--- config.mk ---
export PLATFORM = sky130hd
export DESIGN_NAME = printable_char_expander_unit
export DESIGN_NICKNAME = d
export VERILOG_FILES = /design/src/rtl/pce_pkg.sv /design/src/rtl/pce_rem_unit.sv /design/src/rtl/pce_glyph.sv /design/src/rtl/printable_char_expander_unit.sv
export SDC_FILE = /design/constraint.sdc
export NUM_CORES = 1
export LEC_CHECK = 0
export BUFFER_PORTS_ARGS = -buffer_cell sky130_fd_sc_hd__buf_2
export CAP_MARGIN = 20
export CORE_ASPECT_RATIO = 0.8
export CORE_MARGIN = 3
export CORE_UTILIZATION = 55
export CTS_CLUSTER_DIAMETER = 60
export DETAILED_ROUTE_END_ITERATION = 6
export GPL_ROUTABILITY_DRIVEN = 0
export GPL_TIMING_DRIVEN = 0
export PLACE_DENSITY = 0.83
export SYNTH_ARGS = -nofsm -noshare
export SYNTH_HDL_FRONTEND = slang
export SYNTH_SLANG_ARGS = --single-unit
export TNS_END_PERCENT = 100
--- constraint.sdc ---
create_clock -name clk -period 7.8 [get_ports clk]
set_clock_uncertainty 0.15 [all_clocks]
set_input_delay 0.39 -clock clk [delete_from_list [all_inputs] [get_ports clk]]
set_output_delay 0.39 -clock clk [all_outputs]
set_load 0.005 [all_outputs]
--- src/rtl/pce_pkg.sv ---
package pce_pkg;

  localparam int COLUMN_BITS_DEF = 16;
  localparam int MAX_TAB_DEF     = 32;

  localparam logic [5:0]  TAB_WIDTH_RST = 6'd8;
  localparam logic [15:0] NO_GOAL       = 16'hFFFF;
  localparam logic [15:0] CNT_MAX       = 16'hFFFF;

  localparam logic [7:0] CODE_TAB   = 8'd9;
  localparam logic [7:0] CODE_CTRL  = 8'd26;
  localparam logic [7:0] CODE_SPACE = 8'd32;
  localparam logic [7:0] CODE_TILDE = 8'd126;
  localparam logic [7:0] CODE_OCT3  = 8'd64;

  localparam logic [7:0] CH_CARET = 8'h5E;
  localparam logic [7:0] CH_BSL   = 8'h5C;
  localparam logic [7:0] CH_AT    = 8'h40;
  localparam logic [7:0] CH_ZERO  = 8'h30;
  localparam logic [7:0] CH_SPACE = 8'h20;

  typedef struct packed {
    logic [7:0]  char_code;
    logic        first;
    logic [15:0] start_column;
    logic [15:0] goal_column;
  } pce_in_t;

  typedef struct packed {
    logic [7:0]  out_char;
    logic        last;
    logic        not_scanned;
    logic [15:0] scanned_count;
  } pce_out_t;

endpackage

--- src/rtl/pce_rem_unit.sv ---
module pce_rem_unit #(
  parameter int COLUMN_BITS = pce_pkg::COLUMN_BITS_DEF,
  parameter int TW          = 6
) (
  input  logic                   clk,
  input  logic                   rst_n,
  input  logic                   start,
  input  logic [COLUMN_BITS-1:0] dividend,
  input  logic [TW-1:0]          divisor,
  output logic                   done,
  output logic [TW-1:0]          rem
);
  import pce_pkg::*;

  localparam int CW = $clog2(COLUMN_BITS + 1);

  logic [COLUMN_BITS-1:0] shf_r;
  logic [TW-1:0]          rem_r;
  logic [TW-1:0]          dvs_r;
  logic [CW-1:0]          cnt_r;
  logic                   busy_r;
  logic                   done_r;
  logic [TW:0]            trial;
  logic [TW:0]            diff;

  // one restoring step per cycle, MSB of the dividend first
  assign trial = {rem_r, shf_r[COLUMN_BITS-1]};
  assign diff  = trial - {1'b0, dvs_r};

  always_ff @(posedge clk) begin
    if (!rst_n) begin
      busy_r <= 1'b0;
      done_r <= 1'b0;
      cnt_r  <= '0;
    end else begin
      done_r <= busy_r && !start && (cnt_r == CW'(1));
      if (start) begin
        busy_r <= 1'b1;
        cnt_r  <= CW'(COLUMN_BITS);
      end else if (busy_r) begin
        cnt_r <= cnt_r - 1'b1;
        if (cnt_r == CW'(1)) begin
          busy_r <= 1'b0;
        end
      end
    end
  end

  always_ff @(posedge clk) begin
    if (start) begin
      shf_r <= dividend;
      rem_r <= '0;
      dvs_r <= divisor;
    end else if (busy_r) begin
      shf_r <= shf_r << 1;
      if (trial >= {1'b0, dvs_r}) begin
        rem_r <= diff[TW-1:0];
      end else begin
        rem_r <= trial[TW-1:0];
      end
    end
  end

  assign done = done_r;
  assign rem  = rem_r;

endmodule

--- src/rtl/pce_glyph.sv ---
module pce_glyph #(
  parameter int NW = 6
) (
  input  logic [7:0]    char_code,
  input  logic [NW-1:0] idx,
  input  logic [NW-1:0] tab_len,
  output logic [7:0]    glyph,
  output logic [NW-1:0] len
);
  import pce_pkg::*;

  logic       oct3;
  logic [2:0] digit;

  assign oct3 = (char_code >= CODE_OCT3);

  // pick the octal digit for this position, no leading zeros
  always_comb begin
    digit = char_code[2:0];
    if (oct3) begin
      case (idx)
        NW'(1):  digit = {1'b0, char_code[7:6]};
        NW'(2):  digit = char_code[5:3];
        default: digit = char_code[2:0];
      endcase
    end else begin
      case (idx)
        NW'(1):  digit = char_code[5:3];
        default: digit = char_code[2:0];
      endcase
    end
  end

  always_comb begin
    if (char_code == CODE_TAB) begin
      glyph = CH_SPACE;
      len   = tab_len;
    end else if (char_code <= CODE_CTRL) begin
      glyph = (idx == '0) ? CH_CARET : (CH_AT + char_code);
      len   = NW'(2);
    end else if (char_code >= CODE_SPACE && char_code <= CODE_TILDE) begin
      glyph = char_code;
      len   = NW'(1);
    end else begin
      glyph = (idx == '0) ? CH_BSL : (CH_ZERO + {5'd0, digit});
      len   = oct3 ? NW'(4) : NW'(3);
    end
  end

endmodule

--- src/rtl/printable_char_expander_unit.sv ---
// An accepted word passes the DECIDE and EMIT states before its first result is registered;
// a tab also waits in DIV for the bit-serial remainder unit (column mod tab width).
// Throughput: one result word per cycle while out_ready is high; a new input word is
// accepted only after the last result word of the previous one has been emitted.
// Reset (synchronous, rst_n low): column 0, no goal, count 0, tab width 8, channels empty.
module printable_char_expander_unit #(
  parameter int COLUMN_BITS = pce_pkg::COLUMN_BITS_DEF,
  parameter int MAX_TAB     = pce_pkg::MAX_TAB_DEF
) (
  input  logic              clk,
  input  logic              rst_n,
  input  logic              in_valid,
  output logic              in_ready,
  input  pce_pkg::pce_in_t  in_data,
  output logic              out_valid,
  input  logic              out_ready,
  output pce_pkg::pce_out_t out_data,
  input  logic              cfg_wr_en,
  input  logic [5:0]        cfg_wr_data
);
  import pce_pkg::*;

  localparam int TW    = $clog2(MAX_TAB + 1);
  localparam int NW    = (TW > 3) ? TW : 3;
  localparam int CMP_W = (COLUMN_BITS > 16) ? COLUMN_BITS : 16;
  localparam logic [COLUMN_BITS-1:0] COL_MAX = '1;

  localparam logic [1:0] S_IDLE   = 2'd0;
  localparam logic [1:0] S_DECIDE = 2'd1;
  localparam logic [1:0] S_DIV    = 2'd2;
  localparam logic [1:0] S_EMIT   = 2'd3;

  logic [1:0]             state_r;
  logic [5:0]             tab_width_r;
  logic [COLUMN_BITS-1:0] column_r;
  logic [15:0]            goal_r;
  logic [15:0]            scanned_r;
  logic [7:0]             code_r;
  logic                   ns_r;
  logic [NW-1:0]          len_r;
  logic [NW-1:0]          idx_r;
  logic                   out_valid_r;
  pce_out_t               out_data_r;

  logic [TW-1:0]          tab_eff;
  logic [TW-1:0]          rem;
  logic                   rem_done;
  logic                   div_start;
  logic [NW-1:0]          tab_len;
  logic [7:0]             glyph;
  logic [NW-1:0]          glyph_len;
  logic [CMP_W-1:0]       start_ext;
  logic [COLUMN_BITS-1:0] start_sat;
  logic                   goal_hit;
  logic [NW-1:0]          run_len;
  logic [COLUMN_BITS:0]   col_sum;
  logic                   in_acc;
  logic                   slot_free;
  logic                   emit_go;
  logic                   is_last;

  // clamp tab width into 1..MAX_TAB
  always_comb begin
    if (tab_width_r == '0) begin
      tab_eff = TW'(1);
    end else if (int'(tab_width_r) > MAX_TAB) begin
      tab_eff = TW'(MAX_TAB);
    end else begin
      tab_eff = TW'(tab_width_r);
    end
  end

  assign start_ext = CMP_W'(in_data.start_column);
  assign start_sat = (start_ext > CMP_W'(COL_MAX)) ? COL_MAX : start_ext[COLUMN_BITS-1:0];
  assign goal_hit  = (goal_r != NO_GOAL) && (CMP_W'(column_r) >= CMP_W'(goal_r));

  assign tab_len   = NW'(tab_eff) - NW'(rem);
  assign run_len   = (state_r == S_DIV) ? tab_len : glyph_len;
  assign col_sum   = {1'b0, column_r} + (COLUMN_BITS + 1)'(run_len);

  assign in_ready  = (state_r == S_IDLE);
  assign in_acc    = in_valid && in_ready;
  assign slot_free = !out_valid_r || out_ready;
  assign emit_go   = (state_r == S_EMIT) && slot_free;
  assign is_last   = ns_r || (idx_r == len_r - 1'b1);
  assign div_start = (state_r == S_DECIDE) && !goal_hit && (code_r == CODE_TAB);

  pce_rem_unit #(
    .COLUMN_BITS(COLUMN_BITS),
    .TW         (TW)
  ) u_rem (
    .clk     (clk),
    .rst_n   (rst_n),
    .start   (div_start),
    .dividend(column_r),
    .divisor (tab_eff),
    .done    (rem_done),
    .rem     (rem)
  );

  pce_glyph #(
    .NW(NW)
  ) u_glyph (
    .char_code(code_r),
    .idx      (idx_r),
    .tab_len  (len_r),
    .glyph    (glyph),
    .len      (glyph_len)
  );

  always_ff @(posedge clk) begin
    if (!rst_n) begin
      tab_width_r <= TAB_WIDTH_RST;
    end else if (cfg_wr_en) begin
      tab_width_r <= cfg_wr_data;
    end
  end

  always_ff @(posedge clk) begin
    if (!rst_n) begin
      state_r     <= S_IDLE;
      column_r    <= '0;
      goal_r      <= NO_GOAL;
      scanned_r   <= '0;
      out_valid_r <= 1'b0;
      ns_r        <= 1'b0;
      idx_r       <= '0;
      len_r       <= '0;
      code_r      <= '0;
    end else begin
      if (emit_go) begin
        out_valid_r <= 1'b1;
      end else if (out_ready) begin
        out_valid_r <= 1'b0;
      end
      unique case (state_r)
        S_IDLE: begin
          if (in_acc) begin
            code_r <= in_data.char_code;
            if (in_data.first) begin
              column_r  <= start_sat;
              goal_r    <= in_data.goal_column;
              scanned_r <= '0;
            end
            state_r <= S_DECIDE;
          end
        end
        S_DECIDE: begin
          idx_r <= '0;
          if (goal_hit) begin
            ns_r    <= 1'b1;
            len_r   <= NW'(1);
            state_r <= S_EMIT;
          end else if (code_r == CODE_TAB) begin
            ns_r    <= 1'b0;
            state_r <= S_DIV;
          end else begin
            ns_r     <= 1'b0;
            len_r    <= glyph_len;
            column_r <= col_sum[COLUMN_BITS] ? COL_MAX : col_sum[COLUMN_BITS-1:0];
            if (scanned_r != CNT_MAX) begin
              scanned_r <= scanned_r + 1'b1;
            end
            state_r <= S_EMIT;
          end
        end
        S_DIV: begin
          if (rem_done) begin
            len_r    <= tab_len;
            column_r <= col_sum[COLUMN_BITS] ? COL_MAX : col_sum[COLUMN_BITS-1:0];
            if (scanned_r != CNT_MAX) begin
              scanned_r <= scanned_r + 1'b1;
            end
            state_r <= S_EMIT;
          end
        end
        S_EMIT: begin
          // advance one output word whenever the output register can take it
          if (slot_free) begin
            idx_r <= idx_r + 1'b1;
            if (is_last) begin
              state_r <= S_IDLE;
            end
          end
        end
        default: state_r <= S_IDLE;
      endcase
    end
  end

  always_ff @(posedge clk) begin
    if (emit_go) begin
      out_data_r.out_char      <= ns_r ? 8'd0 : glyph;
      out_data_r.last          <= is_last;
      out_data_r.not_scanned   <= ns_r;
      out_data_r.scanned_count <= scanned_r;
    end
  end

  assign out_valid = out_valid_r;
  assign out_data  = out_data_r;

  a_acc_leaves_idle: assert property (@(posedge clk) disable iff (!rst_n)
    in_acc |=> !in_ready)
    else $error("input accepted but block still ready");

  a_ns_is_last: assert property (@(posedge clk) disable iff (!rst_n)
    (out_valid_r && out_data_r.not_scanned) |-> (out_data_r.last && out_data_r.out_char == 8'd0))
    else $error("skipped word must be a single last word with zero char");

  a_div_done_in_div: assert property (@(posedge clk) disable iff (!rst_n)
    rem_done |-> (state_r == S_DIV))
    else $error("remainder finished outside tab division");

  a_emit_hold: assert property (@(posedge clk) disable iff (!rst_n)
    (state_r == S_EMIT && out_valid_r && !out_ready) |=> $stable(idx_r))
    else $error("expansion advanced while output stalled");

endmodule

==> metrics.txt, run 1 <==
status finished clean; unrepaired setup endpoints after global routing no; aggregate global routing overflow 0; TritonRoute pass-1 iters 6; Netlist cell types 64; Total Wirelength 19.7 mm; Die Span X 138 um; number of synthesis warnings 0; routed length per placed instance 17.4 um; DRT iter0 DRCs 762; Via-to-Cell Ratio 6.10; Req. time, crit path 7980 ps; Async SR Flop Fraction 0; worst reg2reg path startpoint code_r[6]$_SDFFE_PN0P_; Reg2Reg Depth 18; share of the synthesized netlist area taken by xor and xnor gates 0.0274; post-synthesis instance total 846; library cell with the highest instance count after synthesis sky130_fd_sc_hd__dfxtp_1; fraction of the core area covered by cells at the end of the flow 0.674; total routing resource utilization after global routing 0.252; number of levels the H-tree was split into 4; Top-Level Pins 80; DRC 0; average instance area after synthesis 9.07 um2; largest family of logic cells by synthesized area compound AO/OA/AOI/OAI gates; Setup CP Type register to register; worst slack on hold paths 40.8 ps; Filler Cells Inserted 1068; PnR Total Power 3.06 mW; tightest slew margin relative to the limit 0.369; WP depth 18; static leakage power 3.58 nW; mux contribution to synthesized area 0.0367; post-synthesis compound-gate area fraction 0.192; element type at the critical path end register; Syn-to-layout area delta 16.3%; TritonCTS clock tree built; slowest stage cell on the critical path sky130_fd_sc_hd__fa_1; cell taking the most area after synthesis sky130_fd_sc_hd__dfxtp_1; HP Start in_data[3]; worst path arrival time 4670 ps; CP Cell Sequence inv_1 -> ha_1 -> nor2b_1 -> and4_1 -> a21oi_1 -> and3b_1 -> a221oi_1 -> ha_1 -> inv_1 -> fa_1 -> nor2b_1 -> o31a_1 -> o21ai_1 -> o21a_1 -> clkbuf_1 -> nand4_1 -> o21ai_0 -> a211oi_1; final total negative setup slack 0 ps; arithmetic-cell share of the synthesized area counting full adders, half adders and majority gates 0.0861; maximum resistive drop on vdd 0.000272 V; CTS Buffer Depth 2; pin count of the biggest net entering global routing 17; area share of the leading cell type in the synthesized netlist 0.237; DIE AREA 0.0154 mm2; effective utilization at floorplan 0.580; achievable frequency 223 MHz; endpoint of the worst hold path goal_r[3]$_SDFFE_PN1P_; cell at the root of the clock tree sky130_fd_sc_hd__clkbuf_16; count of instances resized after the clock tree is built 0; Worst-Skew Late Latency 420 ps; Detail Route Antenna Nets 0; simple-gate area share of the yosys netlist 0.182; Final Hold Vio Count 0; reg-to-reg slack, setup 3310 ps; synthesis-stage register bit count 139; most area-consuming cells after synthesis sky130_fd_sc_hd__dfxtp_1 24%, sky130_fd_sc_hd__edfxtp_1 19%, sky130_fd_sc_hd__ha_1 7.8%; endpoints failing setup 0; count of flip-flops with a built-in enable after synthesis 48; Netlist Area Pre-Place 0.00767 mm2; fraction of layout cells with a size suffix above 1 0.140; cell area power density 343 mW/mm2; instance count along the most critical hold path 3; Final Max Tran Viols 0; via count of the first global-routing pass 6442; Synthesized Nets 949; worst reg2reg path endpoint column_r[7]$_SDFFE_PN0P_; post-synthesis sequential area ratio 0.425; Cell Rows 37; number of hold-repair buffers added at the cts stage 0; clock sink count 139; total CTS buffers 17; post-route minimum period 4490 ps; maximum fanout along the worst path 10; commonest cells in the netlist 91 x sky130_fd_sc_hd__dfxtp_1, 86 x sky130_fd_sc_hd__nand2_1, 70 x sky130_fd_sc_hd__nor2_1; count of buffers inserted at the top-level ports 78; class of the tightest hold or removal check input pin to register; Final Cycle Share 0.575; initial antenna violation count 0; final-stage net count 1047; global-route wire length before repair 32.1 mm; CP peak stage delay 390 ps; primary flip-flop cell chosen by synthesis mapping sky130_fd_sc_hd__dfxtp_1; Die Span Y 112 um; count of buffer and inverter cells on the critical path 3; detailed-placement wirelength estimate 13.7 mm; transition time of the tightest slew-check pin 938 ps; clock input transition at the sequential cells of the worst setup and hold paths 60 ps; core footprint 0.0132 mm2; count of max-cap constraint violations 0; cell family with most CP delay compound AO/OA/AOI/OAI gates; Inserted Diodes 0; number of buffers inserted to repair setup after CTS 0; total vias in the final route 6904; Startpoint Class register
## cell type report
cell class	count	area (um2)	share of cell area
clock inverters	12	174	0.0195
repair buffers	79	418	0.0468
clock buffers	20	437	0.0489
flip-flops and latches	139	3260	0.366
inverters	62	234	0.0262
plain buffers	37	154	0.0172
multi-input cells	608	4030	0.451
well taps	175	219	0.0245
## flip-flops by register name, indices dropped and copies added, names as in the netlist
name and cells:
u_rem.shf_r 16, u_rem.rem 6, column_r 16, code_r 8, out_valid 1, u_rem.done 1, u_rem.dvs_r 6, tab_width_r 6
u_rem.cnt_r 5, idx_r 6, u_rem.busy_r 1, ns_r 1, state_r 2, goal_r 16, len_r 6, scanned_r 16
out_data 26
## layer usage
layer,global-route usage,up-vias,part of all wire
li1,-,3278,-
met1,0.352,3252,0.44
met2,0.393,331,0.45
met3,0.0520,43,0.089
met4,0.0849,0,0.019
met5,0,-,0
## how the worst max path moves through the flow
stage,from,to
final,code_r[6]$_SDFFE_PN0P_,column_r[7]$_SDFFE_PN0P_
after global routing,code_r[6]$_SDFFE_PN0P_,column_r[7]$_SDFFE_PN0P_
after CTS,code_r[6]$_SDFFE_PN0P_,column_r[7]$_SDFFE_PN0P_
after detailed placement,code_r[6]$_SDFFE_PN0P_,column_r[7]$_SDFFE_PN0P_
after global placement,code_r[6]$_SDFFE_PN0P_,column_r[7]$_SDFFE_PN0P_
after floorplan,code_r[6]$_SDFFE_PN0P_,column_r[7]$_SDFFE_PN0P_
## logic make-up (layout without fill, tap and decap cells)
kind of cell,after synthesis,in the layout
fa+ha+maj,51,51
buf+inv,99,210
mux,26,26
compound gates,218,218
xor+xnor,24,24
simple gates,289,289
flops,139,139
## stage by stage
stage | setup WS, ps | area (um2) | instances
2_1_floorplan | 4130 | 7670 | 846
3_3_place_gp | 3580 | 8280 | 1099
3_5_place_dp | 3490 | 8310 | 1100
4_1_cts | 3440 | 8920 | 1132
5_1_grt | 3030 | 8920 | 1132
6_report | 3310 | 8920 | 1132
## worst register-to-register path, stage by stage, from the launching register on
cell and delay (ps):
sky130_fd_sc_hd__dfxtp_1 360, sky130_fd_sc_hd__inv_1 150, sky130_fd_sc_hd__ha_1 150, sky130_fd_sc_hd__nor2b_1 320, sky130_fd_sc_hd__and4_1 350, sky130_fd_sc_hd__a21oi_1 110, sky130_fd_sc_hd__and3b_1 180, sky130_fd_sc_hd__a221oi_1 360
sky130_fd_sc_hd__ha_1 270, sky130_fd_sc_hd__inv_1 60, sky130_fd_sc_hd__fa_1 390, sky130_fd_sc_hd__nor2b_1 170, sky130_fd_sc_hd__o31a_1 210, sky130_fd_sc_hd__o21ai_1 160, sky130_fd_sc_hd__o21a_1 210, sky130_fd_sc_hd__clkbuf_1 250
sky130_fd_sc_hd__nand4_1 160, sky130_fd_sc_hd__o21ai_0 100, sky130_fd_sc_hd__a211oi_1 270
## cell usage in the layout, fill, tap and decap left out, drive strengths merged, types with 13 or more instances in the layout
cell	Yosys	layout
xnor2	17	17
nand4	17	17
nor3	19	19
mux2	17	17
nor2	70	70
nand2	86	86
o211ai	22	22
nand3	36	36
a21oi	63	63
inv	61	61
o21a	13	13
edfxtp	48	48
clkbuf	26	46
dfxtp	91	91
ha	48	48
nor2b	16	16
o21ai	36	36
buf	11	90
## report_power, final
part / total [mW] / internal [mW] / switching, mW / leakage, nW
Combinational: 1.22 / 0.470 / 0.747 / 2.11
Clock: 0.845 / 0.533 / 0.312 / 0.286
Sequential: 0.994 / 0.864 / 0.131 / 1.19
No activity file was read; power rests on OpenSTA's default activity.
==> run 2: changes to the inputs <==
--- a/config.mk
+++ b/config.mk
@@ -5,6 +5,7 @@
 export SDC_FILE = /design/constraint.sdc
 export NUM_CORES = 1
 export LEC_CHECK = 0
+export ABC_AREA = 1
 export BUFFER_PORTS_ARGS = -buffer_cell sky130_fd_sc_hd__buf_2
 export CAP_MARGIN = 20
 export CORE_ASPECT_RATIO = 0.8
==> constraint.sdc (replaced) <==
create_clock -name clk -period 4.55 [get_ports clk]
set_clock_uncertainty 0.15 [all_clocks]
set_input_delay 0.2275 -clock clk [delete_from_list [all_inputs] [get_ports clk]]
set_output_delay 0.2275 -clock clk [all_outputs]
set_load 0.005 [all_outputs]
==> run 2 against run 1 <==
Compared with the run above: die area rose by 4.9%; critical endpoint is now column_r[5]$_SDFFE_PN0P_; register-to-register slack worse by 2700 ps; highest routed layer unchanged; clock power up 46%; critical path type unchanged.
==> metrics.txt, run 2 <==
switching power of the nets 2.21 mW; maximum resistive drop on vdd 0.000351 V; class of the tightest hold or removal check input pin to register; worst path arrival time 4170 ps; primary flip-flop cell chosen by synthesis mapping sky130_fd_sc_hd__dfxtp_1; achievable frequency 253 MHz; commonest cells in the netlist 251 x sky130_fd_sc_hd__nand2_1, 149 x sky130_fd_sc_hd__nor2_1, 143 x sky130_fd_sc_hd__inv_1; total CTS buffers 17; clock input transition at the sequential cells of the worst setup and hold paths 60 ps; Final Max Tran Viols 0; Total Wirelength 21.2 mm; count of max-cap constraint violations 0; Async SR Flop Fraction 0; Startpoint Class register; Final Cycle Share 0.870; cell taking the most area after synthesis sky130_fd_sc_hd__dfxtp_1; area share of the leading cell type in the synthesized netlist 0.226; Int Pwr 3.11 mW; pin count of the biggest net entering global routing 22; total vias in the final route 7903; Die Span Y 114 um; post-route minimum period 3960 ps; pre-CTS setup slack 517 ps; TritonRoute pass-1 iters 6; routed length per placed instance 14.8 um; CP peak stage delay 430 ps; most common cell after layout, fill and taps aside sky130_fd_sc_hd__nand2_1; cell at the root of the clock tree sky130_fd_sc_hd__clkbuf_16; core footprint 0.0139 mm2; Cell Rows 38; Placed Cells 1356; effective utilization at floorplan 0.579; count of buffer and inverter cells on the critical path 4; Inserted Diodes 0; final-stage net count 1338; sequential share of power 0.330; Finished Cell Area 0.00963 mm2; total routing resource utilization after global routing 0.268; Syn-to-layout area delta 19.4%; average instance area after synthesis 7.35 um2; static leakage power 4.53 nW; reg-to-reg slack, setup 590 ps; transition time of the tightest slew-check pin 855 ps; Detail Route Antenna Nets 0; Setup CP Type register to register; DRT iter0 DRCs 766; Synthesized Nets 1200; switching share of power 0.416; Final Hold Vio Count 0; leading cell types in the layout, fill and taps excluded 251 x sky130_fd_sc_hd__nand2_1, 148 x sky130_fd_sc_hd__nor2_1, 143 x sky130_fd_sc_hd__inv_1; library cell with the highest instance count after synthesis sky130_fd_sc_hd__nand2_1; status finished clean; flip-flop count of the largest register, all copies and words added 26; endpoints failing setup 0; number of synthesis warnings 0; CP Cell Sequence inv_1 -> ha_1 -> nand4_4 -> nand2_1 -> a21oi_2 -> nand2_1 -> nand3_1 -> nand2_1 -> inv_1 -> ha_1 -> inv_1 -> fa_1 -> o21ai_0 -> nand3_1 -> nand2_1 -> nand2_1 -> clkbuf_2 -> a31oi_1 -> nor2_1 -> nor2_1; Die Span X 141 um; Netlist cell types 46; DIE AREA 0.0162 mm2; Netlist Area Pre-Place 0.00807 mm2; global-route wire length before repair 34.9 mm; fin cells 1428; fraction of layout cells with a size suffix above 1 0.121; Req. time, crit path 4760 ps; maximum fanout along the worst path 10; number of levels the H-tree was split into 4; DRC 0; cell area power density 552 mW/mm2; final worst setup slack 591 ps; slowest stage cell on the critical path sky130_fd_sc_hd__o21ai_0; detailed-placement wirelength estimate 15.1 mm; Worst-Skew Late Latency 430 ps; element type at the critical path end register; TritonCTS clock tree built; post-placement cell area 0.00871 mm2; cell seen most often among critical-path stages sky130_fd_sc_hd__nand2_1; cell family with most CP delay simple AND/OR/NAND/NOR gates; via count of the first global-routing pass 7262; clock group share of total power 0.231; aggregate global routing overflow 0; Filler Cells Inserted 1127; count of buffers inserted at the top-level ports 78; count of flip-flops with a built-in enable after synthesis 48; proportion of power drawn by combinational gates 0.439; tightest slew margin relative to the limit 0.429; post-synthesis sequential area ratio 0.404; CTS Buffer Depth 2; Via-to-Cell Ratio 5.53; initial antenna violation count 0; final total negative setup slack 0 ps; Top-Level Pins 80; clock sink count 139; post-synthesis instance total 1097; synthesis-stage register bit count 139; unrepaired setup endpoints after global routing no; most area-consuming cells after synthesis sky130_fd_sc_hd__dfxtp_1 23%, sky130_fd_sc_hd__edfxtp_1 18%, sky130_fd_sc_hd__nand2_1 12%
-- run 2: cell types whose count changed after synthesis, sizes merged, moves of 13 or more --
cell and change:
a21oi +31, xnor2 -13, inv +85, o211ai -22
nor2 +81, nand3 +14, mux2 -17, nand2 +171
nor2b -16, o21ai +47
-- run 2: path summary, 6_finish.rpt --
path                                                  end  cells past startpoint                       from
worst max register to register   column_r[5]$_SDFFE_PN0P_                     20     code_r[6]$_SDFFE_PN0P_
worst max-delay path             column_r[5]$_SDFFE_PN0P_                     20     code_r[6]$_SDFFE_PN0P_
worst min-delay path            column_r[13]$_SDFFE_PN0P_                      5                in_data[29]
worst min register to register      out_data[3]$_DFFE_PP_                      0  scanned_r[3]$_SDFFE_PN0P_
-- run 2: worst register-to-register path, cell delays in order, from the launching register on --
cell                       delay (ps)
sky130_fd_sc_hd__dfxtp_1          390
sky130_fd_sc_hd__inv_1            140
sky130_fd_sc_hd__ha_1             290
sky130_fd_sc_hd__nand4_4          130
sky130_fd_sc_hd__nand2_1           70
sky130_fd_sc_hd__a21oi_2          270
sky130_fd_sc_hd__nand2_1          110
sky130_fd_sc_hd__nand3_1           80
sky130_fd_sc_hd__nand2_1           80
sky130_fd_sc_hd__inv_1             70
sky130_fd_sc_hd__ha_1             160
sky130_fd_sc_hd__inv_1             60
sky130_fd_sc_hd__fa_1             410
sky130_fd_sc_hd__o21ai_0          430
sky130_fd_sc_hd__nand3_1          120
sky130_fd_sc_hd__nand2_1          190
sky130_fd_sc_hd__nand2_1          130
sky130_fd_sc_hd__clkbuf_2         230
sky130_fd_sc_hd__a31oi_1          220
sky130_fd_sc_hd__nor2_1            70
sky130_fd_sc_hd__nor2_1           100
-- run 2: cell type report --
type	count	area [um2]	area share
Buffer	29	159	0.0165
Multi-Input combinational cell	783	4100	0.426
Sequential cell	139	3260	0.339
Clock buffer	24	472	0.0490
Clock inverter	8	48.8	0.00507
Inverter	146	548	0.0569
Timing Repair Buffer	119	816	0.0847
Tap cell	180	225	0.0234
-- run 2: timing repair --
item / in CTS / in global routing
setup buffers: 0 / 1
endpoints found under the setup margin: 0 / 6
endpoints found under the hold margin: 36 / 0
gates resized for setup: 0 / 2
hold buffers: 39 / 0
-- run 2: power by group through the flow --
stage	clock (mW)	sequential, mW	combinational (mW)
detailed placement	0	1.77	2.24
global placement	0	1.77	2.16
CTS	1.24	1.75	2.29
floorplan	0	1.71	1.71
global route	1.30	1.78	2.65
finish	1.23	1.76	2.33
-- run 2: routing by layer --
layer | share of wire | vias to the layer above | track usage
li1 | - | 3887 | -
met1 | 0.44 | 3582 | 0.363
met2 | 0.45 | 381 | 0.415
met3 | 0.084 | 53 | 0.0660
met4 | 0.030 | 0 | 0.104
met5 | 0 | - | 0
-- run 2: per-stage QoR --
| step | power, mW | util | hold slack, ps |
|---|---|---|---|
| floorplan | 3.42 | - | 189 |
| global route | 5.74 | 0.691 | 47.5 |
| finish | 5.31 | 0.691 | 12.5 |
| global placement | 3.93 | 0.623 | 281 |
| CTS | 5.28 | 0.691 | 10.1 |
| detailed placement | 4.01 | 0.625 | 275 |
-- run 2: logic make-up (layout without fill, tap and decap cells) --
group | Yosys count | after routing | share of synthesized area
AOI/OAI and AO/OA | 198 | 198 | 0.131
xor gates and xnor gates | 17 | 17 | 0.0185
adders and majority gates | 51 | 51 | 0.0819
buffers and inverters | 175 | 326 | 0.0875
DFF | 139 | 139 | 0.404
and+or+nand+nor | 517 | 517 | 0.277
==> run 3: changes to the inputs <==
--- a/config.mk
+++ b/config.mk
@@ -10,12 +10,12 @@
 export CAP_MARGIN = 20
 export CORE_ASPECT_RATIO = 0.8
 export CORE_MARGIN = 3
-export CORE_UTILIZATION = 55
+export CORE_UTILIZATION = 45
 export CTS_CLUSTER_DIAMETER = 60
 export DETAILED_ROUTE_END_ITERATION = 6
 export GPL_ROUTABILITY_DRIVEN = 0
 export GPL_TIMING_DRIVEN = 0
-export PLACE_DENSITY = 0.83
+export PLACE_DENSITY = 0.71
 export SYNTH_ARGS = -nofsm -noshare
 export SYNTH_HDL_FRONTEND = slang
 export SYNTH_SLANG_ARGS = --single-unit
==> run 3 against run 2 <==
Compared with the run above: wire length down 0.63%; non-clock buffer count up 1; core utilization down 13 points; critical path depth down 1; sequential power about the same; sequential share of layout area down 0.60 points; critical endpoint unchanged; final cell count up 3.2%; critical path type unchanged; global-route usage down 4.8 points; clock power up 22%; die area up 21%.
==> metrics.txt, run 3 (synthesis gave the netlist of run 2 again) <==
status finished clean; post-route minimum period 4100 ps; final-stage net count 1339; pre-CTS setup slack 511 ps; unrepaired setup endpoints after global routing no; number of levels the H-tree was split into 4; worst path arrival time 4330 ps; met3 track utilization from global routing 0.0426; Final Max Tran Viols 0; Final Cycle Share 0.902; Int Pwr 3.34 mW; via count of the first global-routing pass 7182; Syn-to-layout area delta 21.6%; Worst-Skew Late Latency 440 ps; post-placement cell area 0.00875 mm2; Via-to-Cell Ratio 5.16; TritonRoute pass-1 iters 5; clock sink count 139; sequential share of power 0.316; achievable frequency 244 MHz; grt peak-use layer met2; detailed-placement wirelength estimate 15.6 mm; Die Span X 156 um; maximum fanout along the worst path 10; tightest slew margin relative to the limit 0.391; Setup CP Type register to register; initial antenna violation count 0; switching share of power 0.399; CTS Buffer Depth 2; count of max-cap constraint violations 0; Final Hold Vio Count 0; class of the tightest hold or removal check input pin to register; proportion of power drawn by combinational gates 0.414; Filler Cells Inserted 1640; Top-Level Pins 80; fraction of layout cells with a size suffix above 1 0.121; total CTS buffers 17; total area of multi-input combinational cells 0.00411 mm2; routed length per placed instance 14.3 um; Startpoint Class register; cell area power density 566 mW/mm2; PnR Total Power 5.55 mW; Req. time, crit path 4780 ps; Cell Rows 43; final worst setup slack 446 ps; endpoints failing setup 0; most common cell after layout, fill and taps aside sky130_fd_sc_hd__nand2_1; clock group share of total power 0.271; maximum resistive drop on vdd 0.000285 V; Detail Route Antenna Nets 0; cell at the root of the clock tree sky130_fd_sc_hd__clkbuf_16; final total negative setup slack 0 ps; Total Wirelength 21.0 mm; total routing resource utilization after global routing 0.220; clock input transition at the sequential cells of the worst setup and hold paths 60 ps; DIE AREA 0.0196 mm2; Finished Cell Area 0.00981 mm2; register cell area after layout 0.00326 mm2; global-route wire length before repair 34.7 mm; DRC 0; TritonCTS clock tree built; Die Span Y 126 um; static leakage power 4.58 nW; core footprint 0.0174 mm2; fin cells 1474; effective utilization at floorplan 0.463; fraction of the core area covered by cells at the end of the flow 0.563; flip-flop count of the largest register, all copies and words added 26; worst slack on hold paths 18.1 ps; Placed Cells 1400; Inserted Diodes 0; DRT iter0 DRCs 498; switching power of the nets 2.22 mW; count of buffers inserted at the top-level ports 78; met1 usage 0.305; element type at the critical path end register; count of instances resized after the clock tree is built 0; total vias in the final route 7605; leading cell types in the layout, fill and taps excluded 251 x sky130_fd_sc_hd__nand2_1, 148 x sky130_fd_sc_hd__nor2_1, 143 x sky130_fd_sc_hd__inv_1; pin count of the biggest net entering global routing 30; grt met2 use 0.346; transition time of the tightest slew-check pin 911 ps; aggregate global routing overflow 0
run 3: cell types whose count changed in the layout (fill, tap and decap cells not counted), moves of 2 or more:
cell	previous run	this run
sky130_fd_sc_hd__clkbuf_1	19	17
sky130_fd_sc_hd__clkinv_2	5	3
sky130_fd_sc_hd__dlygate4sd3_1	39	42
sky130_fd_sc_hd__clkbuf_16	17	19
sky130_fd_sc_hd__bufinv_16	0	3
run 3: power by group through the flow:
| stage | combinational, mW | sequential [mW] | clock, mW |
|---|---|---|---|
| 2_1_floorplan | 1.71 | 1.71 | 0 |
| 3_3_place_gp | 2.19 | 1.78 | 0 |
| 3_5_place_dp | 2.23 | 1.78 | 0 |
| 4_1_cts | 2.28 | 1.75 | 1.52 |
| 5_1_grt | 2.64 | 1.78 | 1.58 |
| 6_report | 2.30 | 1.75 | 1.50 |
run 3: routing by layer:
| metal | routed length, um | share of wire |
|---|---|---|
| met3 | 1200 | 0.057 |
| met4 | 411 | 0.020 |
| met2 | 9490 | 0.45 |
| met1 | 9940 | 0.47 |
| met5 | 0 | 0 |
run 3: worst paths after layout:
check | start | to | slack, ps | cells after the start
min reg2reg | scanned_r[3]$_SDFFE_PN0P_ | out_data[3]$_DFFE_PP_ | 310 | 0
max reg2reg | code_r[6]$_SDFFE_PN0P_ | column_r[5]$_SDFFE_PN0P_ | 450 | 19
min | in_data[32] | goal_r[0]$_SDFFE_PN1P_ | 20 | 4
max | code_r[6]$_SDFFE_PN0P_ | column_r[5]$_SDFFE_PN0P_ | 450 | 19
run 3: critical path, stage by stage (launching register included):
cell,delay [ps]
sky130_fd_sc_hd__dfxtp_1,330
sky130_fd_sc_hd__inv_1,170
sky130_fd_sc_hd__ha_1,280
sky130_fd_sc_hd__nand4_4,130
sky130_fd_sc_hd__nor4_4,490
sky130_fd_sc_hd__nand2_1,100
sky130_fd_sc_hd__nand3_1,120
sky130_fd_sc_hd__nand2_1,80
sky130_fd_sc_hd__inv_1,70
sky130_fd_sc_hd__ha_1,160
sky130_fd_sc_hd__inv_1,60
sky130_fd_sc_hd__fa_1,400
sky130_fd_sc_hd__o21ai_0,420
sky130_fd_sc_hd__nand3_1,130
sky130_fd_sc_hd__nand2_1,180
sky130_fd_sc_hd__nand2_1,120
sky130_fd_sc_hd__clkbuf_1,260
sky130_fd_sc_hd__a31oi_1,240
sky130_fd_sc_hd__nor2_1,70
sky130_fd_sc_hd__nor2_1,90
run 3: what timing repair did:
item / 4_1_cts / 5_1_grt
endpoints found under the hold margin: 39 / 0
hold buffers: 42 / 0
setup buffers: 0 / 0
setup endpoints to repair: 0 / 0
run 3: area by class of cell:
cell class	instances	share of cell area
repair buffers	120	0.0827
inverters	146	0.0559
well taps	225	0.0287
plain buffers	29	0.0161
clock inverters	9	0.0133
clock buffers	23	0.0520
flip-flops and latches	139	0.333
multi-input cells	783	0.419
